## config.mk

```make
export PLATFORM = sky130hd
export DESIGN_NAME = stereo_soft_saturate_gate_unit
export DESIGN_NICKNAME = d
export VERILOG_FILES = /design/src/sv/sssg_pkg.sv /design/src/sv/stereo_soft_saturate_gate_unit.sv
export SDC_FILE = /design/constraint.sdc
export NUM_CORES = 1
export LEC_CHECK = 0
export BUFFER_PORTS_ARGS = -buffer_cell sky130_fd_sc_hd__buf_2
export CORE_MARGIN = 10
export CORE_UTILIZATION = 40
export DETAILED_ROUTE_END_ITERATION = 8
export GPL_TIMING_DRIVEN = 0
export HOLD_SLACK_MARGIN = 0.05
export SKIP_CTS_REPAIR_TIMING = 1
export SLEW_MARGIN = 20
export SYNTH_ARGS = -nofsm -noshare
export SYNTH_HDL_FRONTEND = slang
export SYNTH_SLANG_ARGS = --single-unit
```

## constraint.sdc

```tcl
create_clock -name clk -period 12.6 [get_ports clk]
set_input_delay 1.26 -clock clk [delete_from_list [all_inputs] [get_ports clk]]
set_output_delay 1.26 -clock clk [all_outputs]
set_load 0.01 [all_outputs]
```

## src/sv/sssg_pkg.sv

```systemverilog
`timescale 1ns / 1ps
package sssg_pkg;

  typedef enum logic [2:0] {
    ST_IDLE,
    ST_MUL,
    ST_SAT,
    ST_NUM,
    ST_DIV,
    ST_SATD,
    ST_GATE,
    ST_FIN
  } state_t;

  localparam logic [0:0]  CFG_ENABLED = 1'b0;
  localparam logic [0:0]  CFG_GAIN    = 1'b1;
  localparam logic [11:0] GAIN_RESET  = 12'd768;
  localparam logic [8:0]  GATE_FULL   = 9'd256;
  localparam logic [12:0] SAT_KNEE    = 13'd80;
  localparam logic [10:0] SAT_SOFT    = 11'd47;
  localparam logic [12:0] CENTER      = 13'd128;
  localparam logic [8:0]  OUT_MAX     = 9'd255;

endpackage

```

## src/sv/stereo_soft_saturate_gate_unit.sv

```systemverilog
`timescale 1ns / 1ps
// Per channel, left then right: ST_MUL, ST_SAT, ST_NUM, ST_DIV, ST_SATD
// (the last three only above the knee), ST_GATE, ST_FIN; a disabled word goes
// straight to ST_FIN. New words are taken only in ST_IDLE. A single shared
// multiplier and a 6-step restoring divider are sequenced per channel.
// A held output word stalls the last step until the receiver takes it.
// Reset (rst_n low, synchronous): enabled=0, gain=768, gate level 0, no result.
module stereo_soft_saturate_gate_unit (
  input  logic        clk,
  input  logic        rst_n,
  input  logic        in_tvalid,
  output logic        in_tready,
  input  logic [31:0] in_tdata,   // [15:0] left_sample, [31:16] right_sample
  input  logic        in_tuser,   // [0] voices_active
  output logic        out_tvalid,
  input  logic        out_tready,
  output logic [15:0] out_tdata,  // [7:0] left_out, [15:8] right_out
  input  logic        cfg_valid,
  output logic        cfg_ready,
  input  logic [1:0]  cfg_index,
  input  logic [11:0] cfg_data
);
  import sssg_pkg::*;

  state_t state_r, state_nxt;

  logic        enabled_r;
  logic [11:0] gain_r;
  logic [8:0]  gate_r, gate_nxt;
  logic [15:0] left_r, right_r;
  logic        ch_r, ch_nxt;
  logic signed [29:0] prod_r, prod_nxt;
  logic        neg_r, neg_nxt;
  logic [10:0] d_r, d_nxt;
  logic [16:0] rem_r, rem_nxt;
  logic [10:0] den_r, den_nxt;
  logic [2:0]  k_r, k_nxt;
  logic [5:0]  q_r, q_nxt;
  logic [7:0]  cent_r, cent_nxt;
  logic [7:0]  res_l_r, res_l_nxt;
  logic        out_valid_r, out_valid_nxt;
  logic [15:0] out_data_r, out_data_nxt;

  logic signed [16:0] op_a;
  logic signed [12:0] op_b;
  logic signed [29:0] mult;
  logic signed [12:0] x;
  logic [12:0] a_mag;
  logic [17:0] trial;
  logic [12:0] sat;
  logic [8:0]  vout;
  logic [7:0]  vclamp;
  logic        in_acc;

  assign in_tready  = (state_r == ST_IDLE);
  assign in_acc     = in_tvalid && in_tready;
  assign cfg_ready  = 1'b1;
  assign out_tvalid = out_valid_r;
  assign out_tdata  = out_data_r;

  // shared multiplier
  assign mult = op_a * op_b;

  always_ff @(posedge clk) begin
    if (!rst_n) begin
      enabled_r <= 1'b0;
      gain_r    <= GAIN_RESET;
    end else if (cfg_valid) begin
      case (cfg_index)
        {1'b0, CFG_ENABLED}: enabled_r <= cfg_data[0];
        {1'b0, CFG_GAIN}:    gain_r    <= cfg_data;
        default: ;
      endcase
    end
  end

  always_ff @(posedge clk) begin
    if (!rst_n) begin
      state_r     <= ST_IDLE;
      gate_r      <= '0;
      out_valid_r <= 1'b0;
      ch_r        <= 1'b0;
      k_r         <= '0;
    end else begin
      state_r     <= state_nxt;
      gate_r      <= gate_nxt;
      out_valid_r <= out_valid_nxt;
      ch_r        <= ch_nxt;
      k_r         <= k_nxt;
    end
  end

  always_ff @(posedge clk) begin
    if (in_acc) begin
      left_r  <= in_tdata[15:0];
      right_r <= in_tdata[31:16];
    end
    prod_r     <= prod_nxt;
    neg_r      <= neg_nxt;
    d_r        <= d_nxt;
    rem_r      <= rem_nxt;
    den_r      <= den_nxt;
    q_r        <= q_nxt;
    cent_r     <= cent_nxt;
    res_l_r    <= res_l_nxt;
    out_data_r <= out_data_nxt;
  end

  always_comb begin
    state_nxt     = state_r;
    gate_nxt      = gate_r;
    ch_nxt        = ch_r;
    k_nxt         = k_r;
    prod_nxt      = prod_r;
    neg_nxt       = neg_r;
    d_nxt         = d_r;
    rem_nxt       = rem_r;
    den_nxt       = den_r;
    q_nxt         = q_r;
    cent_nxt      = cent_r;
    res_l_nxt     = res_l_r;
    out_valid_nxt = out_valid_r && !out_tready;
    out_data_nxt  = out_data_r;

    op_a   = '0;
    op_b   = '0;
    x      = prod_r[28:16];  // floor shift by 16
    a_mag  = x[12] ? 13'(-x) : 13'(x);
    trial  = {1'b0, rem_r} - ({7'd0, den_r} << k_r);
    sat    = SAT_KNEE + {7'd0, q_r};
    vout   = prod_r[16:8];
    vclamp = (vout > OUT_MAX) ? OUT_MAX[7:0] : vout[7:0];

    case (state_r)
      ST_MUL: begin
        op_a = ch_r ? {right_r[15], right_r} : {left_r[15], left_r};
        op_b = {1'b0, gain_r};
      end
      ST_NUM: begin
        op_a = {6'd0, d_r};
        op_b = {2'd0, SAT_SOFT};
      end
      ST_GATE: begin
        op_a = {9'd0, cent_r};
        op_b = {4'd0, gate_r};
      end
      default: ;
    endcase

    case (state_r)
      ST_IDLE: begin
        if (in_acc) begin
          ch_nxt = 1'b0;
          if (!enabled_r) begin
            // silent word: both halves come out as zero from the last step
            gate_nxt  = '0;
            res_l_nxt = '0;
            prod_nxt  = '0;
            ch_nxt    = 1'b1;
            state_nxt = ST_FIN;
          end else begin
            if (in_tuser) begin
              if (gate_r < GATE_FULL) gate_nxt = gate_r + 9'd1;
            end else begin
              if (gate_r != 9'd0) gate_nxt = gate_r - 9'd1;
            end
            state_nxt = ST_MUL;
          end
        end
      end
      ST_MUL: begin
        prod_nxt  = mult;
        state_nxt = ST_SAT;
      end
      ST_SAT: begin
        neg_nxt = x[12];
        if (a_mag > SAT_KNEE) begin
          d_nxt     = 11'(a_mag - SAT_KNEE);
          state_nxt = ST_NUM;
        end else begin
          cent_nxt  = 8'(CENTER + x);
          state_nxt = ST_GATE;
        end
      end
      ST_NUM: begin
        rem_nxt   = mult[16:0];
        den_nxt   = d_r + SAT_SOFT;
        k_nxt     = 3'd5;
        q_nxt     = '0;
        state_nxt = ST_DIV;
      end
      ST_DIV: begin
        // one restoring step per cycle, quotient below 64
        if (!trial[17]) begin
          rem_nxt     = trial[16:0];
          q_nxt[k_r]  = 1'b1;
        end
        if (k_r == 3'd0) state_nxt = ST_SATD;
        else k_nxt = k_r - 3'd1;
      end
      ST_SATD: begin
        cent_nxt  = neg_r ? 8'(CENTER - sat) : 8'(CENTER + sat);
        state_nxt = ST_GATE;
      end
      ST_GATE: begin
        // result taken on the next cycle from prod_r
        prod_nxt  = mult;
        state_nxt = ST_FIN;
      end
      ST_FIN: begin
        if (!ch_r) begin
          res_l_nxt = vclamp;
          ch_nxt    = 1'b1;
          state_nxt = ST_MUL;
        end else if (!out_valid_r || out_tready) begin
          // hold here until the output word is free
          out_valid_nxt = 1'b1;
          out_data_nxt  = {vclamp, res_l_r};
          state_nxt     = ST_IDLE;
        end
      end
      default: state_nxt = ST_IDLE;
    endcase
  end

endmodule

```

### Word-level counts from Yosys, hierarchy flattened

Index checks and enable logic that the tools add are counted.

| operators by class | value |
|---|---|
| add/subtract/negate cells | 11 |
| $mul | 1 |
| $lt $le $gt $ge | 5 |
| equal/unequal tests | 18 |
| shift-type cells | 1 |
| multiplexer cells | 40 |
| bitwise logic cells | 1 |
| reduce and logical (&&, ||, !) cells | 27 |

Operator list:

| cell | number |
|---|---|
| 29-bit two-way mux | 2 |
| 29-bit one-hot mux with 2 select lines | 1 |
| 17-bit one-hot mux with 3 select lines | 1 |
| 8-bit two-way mux | 6 |
| 9-bit two-way mux | 4 |
| 12-bit one-hot mux with 3 select lines | 1 |
| 17-bit two-way mux | 2 |
| 17-bit one-hot mux with 2 select lines | 1 |
| 8-bit one-hot mux with 2 select lines | 2 |
| 17-bit by 13-bit multiplier with 29-bit output | 1 |
| 3-bit one-hot mux with 8 select lines | 1 |
| 3-bit two-way mux | 7 |
| 11-bit by 3-bit << shifter with 18-bit output | 1 |
| 17-bit by 18-bit subtractor with 18-bit output | 1 |
| 8-bit adder (first input constant) | 2 |
| 2-bit AND reduction | 7 |
| 13-bit by 7-bit > comparator with 1-bit output (second input constant) | 1 |
| 13-bit two-way mux | 1 |
| 13-bit negator | 1 |
| 3-bit equality test (second input constant) | 4 |
| 2-bit inequality test (second input constant) | 6 |
| 6-bit one-hot mux with 2 select lines | 1 |
| 11-bit by 6-bit adder with 11-bit output (second input constant) | 1 |
| 11-bit by 7-bit subtractor with 11-bit output (second input constant) | 1 |
| other kinds (31) | 48 |

| word-level totals | value |
|---|---|
| register bits | 169 |
| input bits | 52 |
| output and inout bits | 19 |

### Logic depth before layout (Yosys ltp)

| logic depth | value |
|---|---|
| depth after elaboration | 7 |
| depth in mapped cells | 26 |
| depth with buffers taken out | 23 |

### Worst setup path before layout

No wires, ideal clock.

| path | value |
|---|---|
| kind | register -> register |
| start | register state_r[1] |
| end | register prod_r[28] (data pin) |
| setup time | 0.147 ns |
| data arrival time | 6.714 ns |
| data required time | 12.453 ns |
| path slack | 5.740 ns |
| stages on the path, launching flop included | 25 |
| clock period less this slack | 6.860 ns |
| path through | dfxtp_1 -> clkbuf_1 -> nand2_1 -> nor2_1 -> clkbuf_1 -> a21oi_1 -> clkbuf_1 -> nor2_1 -> fa_1 -> fa_1 -> inv_1 -> fa_1 -> inv_1 -> fa_1 -> inv_1 -> fa_1 -> inv_1 -> ha_1 -> a21o_1 -> a21o_1 -> a211oi_1 -> nor2_1 -> o31a_1 -> or3_1 -> a21oi_1 |

| on the way | value |
|---|---|
| word-level cells in the longest chain between the ends | 4 |
| elaborated cells between the ends (all ways) | 9 |
| classes of those cells | 1 x mul; 3 x eq/ne; 3 x mux; 2 x reduce/logical |

RTL lines:

| element | line | RTL |
|---|---|---|
| from (decl) | stereo_soft_saturate_gate_unit.sv:25 | `state_t state_r, state_nxt;` |
| from (signal assigned) | stereo_soft_saturate_gate_unit.sv:85 | `state_r <= state_nxt;` |
| 3-bit equality test (tied with other cells) | stereo_soft_saturate_gate_unit.sv:134, stereo_soft_saturate_gate_unit.sv:150 |  |
| 17-bit one-hot mux with 3 select lines or 12-bit one-hot mux with 3 select lines (tied branches) | stereo_soft_saturate_gate_unit.sv:134 | `case (state_r)` |
| 17-bit by 13-bit multiplier with 29-bit output | stereo_soft_saturate_gate_unit.sv:62 | `assign mult = op_a * op_b;` |
| 29-bit one-hot mux with 2 select lines (*) | stereo_soft_saturate_gate_unit.sv:150 | `case (state_r)` |
| to (signal assigned) | stereo_soft_saturate_gate_unit.sv:98 | `prod_r <= prod_nxt;` |
| to (decl) | stereo_soft_saturate_gate_unit.sv:32 | `logic signed [29:0] prod_r, prod_nxt;` |

Mark *: on every way between the ends. The rest lies on a longest branch, timed or not.
A chain may end at the register's enable or synchronous reset.

### Final worst setup path

| path | value |
|---|---|
| start | register state_r[1] |
| end | register prod_r[27] (data pin) |

The elaborated chain is that of the path after synthesis.

==> results.ini <==
[outcome]
status = complete, no violations

[timing]
worst_pin_slew_ns = 1.041
setup_viol = 0
fin_setup_tns_ns = 0
maxClockFrequency_mhz = 114.0
final-hold-violation-count = 0
slew_viol_final = 0
slew_headroom_pct = 30.29
rsz0062_at_grt = false
final.min_clock_period_ns = 8.771
fin_skew_ns = 0.01793
timing.final.crit_share_pct = 69.61

[cts]
h-tree-depth = 4
clk_path_buf_depth = 2
clock_latency_ns = 0.45
numCtsBuffers = 17
clkSlewWorstSetupHoldPaths_ns = 0.07
cts_tree = built
clkSinkCount = 161
clock-root-buffer = clkbuf_16

[power_and_ir_drop]
p_leak_nw = 7.624
power.density_nw_per_um2 = 157.6
power_w = 0.002769
ir_worst_vdd_uv = 93.58

[die]
ios = 71
row_count = 72
die_h_um = 219.0
dieArea_um2 = 47960
die_width_um = 219.0
core_um2 = 38920
initial_core_util_pct = 40.70

[critical_path]
end_kind = flop
critPathLaunchType = flop
r2r_end = prod_r[27]$_SDFFCE_PP0P_
r2r_slack_ns = 3.83
r2r_start = state_r[1]$_SDFFE_PN0P_
max_stage_delay_ns = 0.79
slowest_stage = fa_1
crit_path_frequent_cell = fa_1
path_cells = clkbuf_1, nand2_1, nor2_1, clkbuf_1, a21oi_1, clkbuf_1, nor2_1, fa_1, fa_1, inv_1, fa_1, inv_1, fa_1, inv_1, fa_1, inv_1, ha_1, nand2_1, nor3_1, nand3_1, and3_1, o311ai_0, mux2i_1
cp.required_ns = 12.82
reg2reg_depth = 23
worstSetupStartpoint = state_r[1]$_SDFFE_PN0P_
critical_path_class = reg -> reg
path_max_fanout = 10
arrival_ns = 8.99

[layout]
drive_above_1_share_pct = 7.896
finalNonFillerCells = 2329
n_antenna_cell = 0
fillers = 3824
stdcell_area_um2 = 17570
fin_nets = 2130
syn2layout_area_growth_pct = 10.95

[global_route]
grt_max_degree = 35
antenna_found_initial = 0
grt_pass1_wl_um = 69770
grt_overflow_total = 0
gr-usage-all-layers_pct = 18.75
grt_pass1_vias = 12959

[route]
antenna_left = 0
met1_length_um = 18400
highest_layer = met4
dr_wl_met2_um = 20720
wl_per_cell_um = 18.53
drt_wl_total_um = 43150
vias = 12296
drt_iter0_markers = 865
wl_met3_um = 2202
drt-pass1-iter-count = 5
drc = 0
viasPerCell = 5.280

[logic_synthesis]
synth_seq_area_share_pct = 28.63
syn-num-nets = 2037
yosysUniqueCellTypes = 73
syn_avg_cell_area_um2 = 9.290
synth_warnings = 0
synth-edff-count = 131
syn_inst = 1705
synth-seq-cells = 161
syn_area_um2 = 15840
async_reset_ff_share_pct = 0
ys.flop_type = edfxtp_1

[flow_run]
cap_violations = 0

[placement]
gp_congestion = 0.9324
placed_area_um2 = 16900
dp_hpwl_um = 35920
place_inst = 2297
numPortBuffers = 69

[worst_hold_path]
whs_endpoint = out_tdata[0]$_DFFE_PP_
hp-class = reg -> reg
hp-start = res_l_r[0]$_SDFFCE_PN0P_
holdPathStages = 0

## worst max-delay path: cells and delay by family, from the launching register on
| family | cells | cell delay, ns |
|---|---|---|
| buf+inv | 7 | 1.68 |
| flops | 1 | 0.31 |
| fa+ha+maj | 6 | 3.27 |
| mux | 1 | 0.42 |
| simple gates | 7 | 1.98 |
| compound gates | 2 | 0.86 |
## registers in the layout, summed over array words and instances (netlist names), 6 cells and up
register,cells
prod_r,21
rem_r,17
left_r,16
out_tdata,16
right_r,16
gain_r,12
d_r,11
den_r,11
gate_r,9
cent_r,8
res_l_r,8
q_r,6
## power by group
| part | internal, W | switching [W] |
|---|---|---|
| Combinational | 0.000460 | 0.000868 |
| Clock | 0.000359 | 0.000235 |
| Sequential | 0.000762 | 0.0000849 |
## area by class of cell
| cell class | count | area [um2] | share of cell area, % |
|---|---|---|---|
| multi-input combinational | 1211 | 10070 | 57.30 |
| timing repair buffer | 74 | 390.4 | 2.221 |
| tap | 518 | 648.1 | 3.688 |
| buffer | 69 | 266.5 | 1.517 |
| clock buffer | 17 | 425.4 | 2.421 |
| sequential | 161 | 4534 | 25.80 |
| inverter | 264 | 991.0 | 5.639 |
| clock inverter | 15 | 247.7 | 1.410 |
## layer usage
metal	GRT usage [%]	up-vias
met4	8.895	0
met1	23.36	6103
li1	-	5777
met3	3.205	88
met5	0	-
met2	31.11	328
## how the worst max path moves through the flow
| stage | end |
|---|---|
| 3_3_place_gp | prod_r[28]$_SDFFCE_PP0P_ |
| 3_5_place_dp | prod_r[27]$_SDFFCE_PP0P_ |
| 2_1_floorplan | prod_r[28]$_SDFFCE_PP0P_ |
| 6_report | prod_r[27]$_SDFFCE_PP0P_ |
| 5_1_grt | prod_r[27]$_SDFFCE_PP0P_ |
| 4_1_cts | prod_r[27]$_SDFFCE_PP0P_ |
## kinds of logic (layout without fill, tap and decap cells)
kind of cell	count (synthesis)	count (layout)	share of synthesized area [%]
buffers and inverters	333	439	7.939
AND/OR/NAND/NOR	583	583	16.57
other	1	1	0.02368
adder cells (fa/ha/maj)	280	280	30.65
multiplexers	36	36	2.694
flip-flops	161	161	28.63
XOR/XNOR	55	55	3.041
AO/OA/AOI/OAI	256	256	10.46
## metrics by stage
step           utilization [%]  setup WS [ns]  hold WS [ns]
3_5_place_dp             43.43          3.913        0.4045
2_1_floorplan                -          5.740        0.4003
4_1_cts                  45.16          3.870        0.4111
6_report                 45.16          3.829        0.4101
3_3_place_gp             43.25          4.016        0.4032
5_1_grt                  45.16          3.289        0.4188
## synth_stat cells (4+ instances only)
cell type | count | area, um2
nand3_1 | 30 | 150.1
a22oi_1 | 10 | 75.07
nand3b_1 | 6 | 45.04
clkbuf_1 | 61 | 229.0
xnor2_1 | 34 | 297.8
fa_1 | 180 | 3603
a21oi_1 | 59 | 295.3
dfxtp_1 | 30 | 600.6
o21a_1 | 15 | 112.6
o31ai_1 | 9 | 67.56
and3_1 | 6 | 37.54
a211oi_1 | 9 | 67.56
o21ai_0 | 62 | 310.3
ha_1 | 100 | 1251
buf_1 | 4 | 15.01
inv_1 | 264 | 991.0
mux4_2 | 5 | 112.6
a22o_1 | 4 | 35.03
or2_2 | 11 | 68.82
edfxtp_1 | 131 | 3934
a21boi_0 | 16 | 120.1
nand4_1 | 6 | 37.54
o31a_1 | 4 | 35.03
and2_0 | 4 | 25.02
mux2i_1 | 28 | 280.3
nor2b_1 | 17 | 106.4
nor3_1 | 26 | 130.1
a21o_1 | 20 | 150.1
o211ai_1 | 9 | 67.56
o2111ai_1 | 4 | 35.03
nor3b_1 | 5 | 37.54
nor2_1 | 188 | 705.7
or3_1 | 16 | 100.1
and2_1 | 21 | 131.4
nand2_1 | 213 | 799.5
nand2b_1 | 20 | 125.1
o22ai_1 | 8 | 50.05
xor2_1 | 21 | 183.9
## cells in the final DEF (no fill, tap or decap), types with 7 or more instances in the layout
| master | count |
|---|---|
| inv_1 | 263 |
| nand2_1 | 213 |
| nor2_1 | 188 |
| fa_1 | 180 |
| edfxtp_1 | 131 |
| ha_1 | 100 |
| buf_2 | 72 |
| clkbuf_1 | 61 |
| o21ai_0 | 60 |
| a21oi_1 | 59 |
| xnor2_1 | 34 |
| nand3_1 | 30 |
| dfxtp_1 | 30 |
| mux2i_1 | 28 |
| nor3_1 | 25 |
| and2_1 | 21 |
| xor2_1 | 21 |
| nand2b_1 | 20 |
| a21o_1 | 20 |
| nor2b_1 | 17 |
| clkbuf_16 | 17 |
| or3_1 | 16 |
| a21boi_0 | 16 |
| o21a_1 | 15 |
| or2_2 | 11 |
| a22oi_1 | 10 |
| a211oi_1 | 9 |
| o31ai_1 | 9 |
| o211ai_1 | 9 |
| o22ai_1 | 7 |
(Power assumes the default switching activity.)
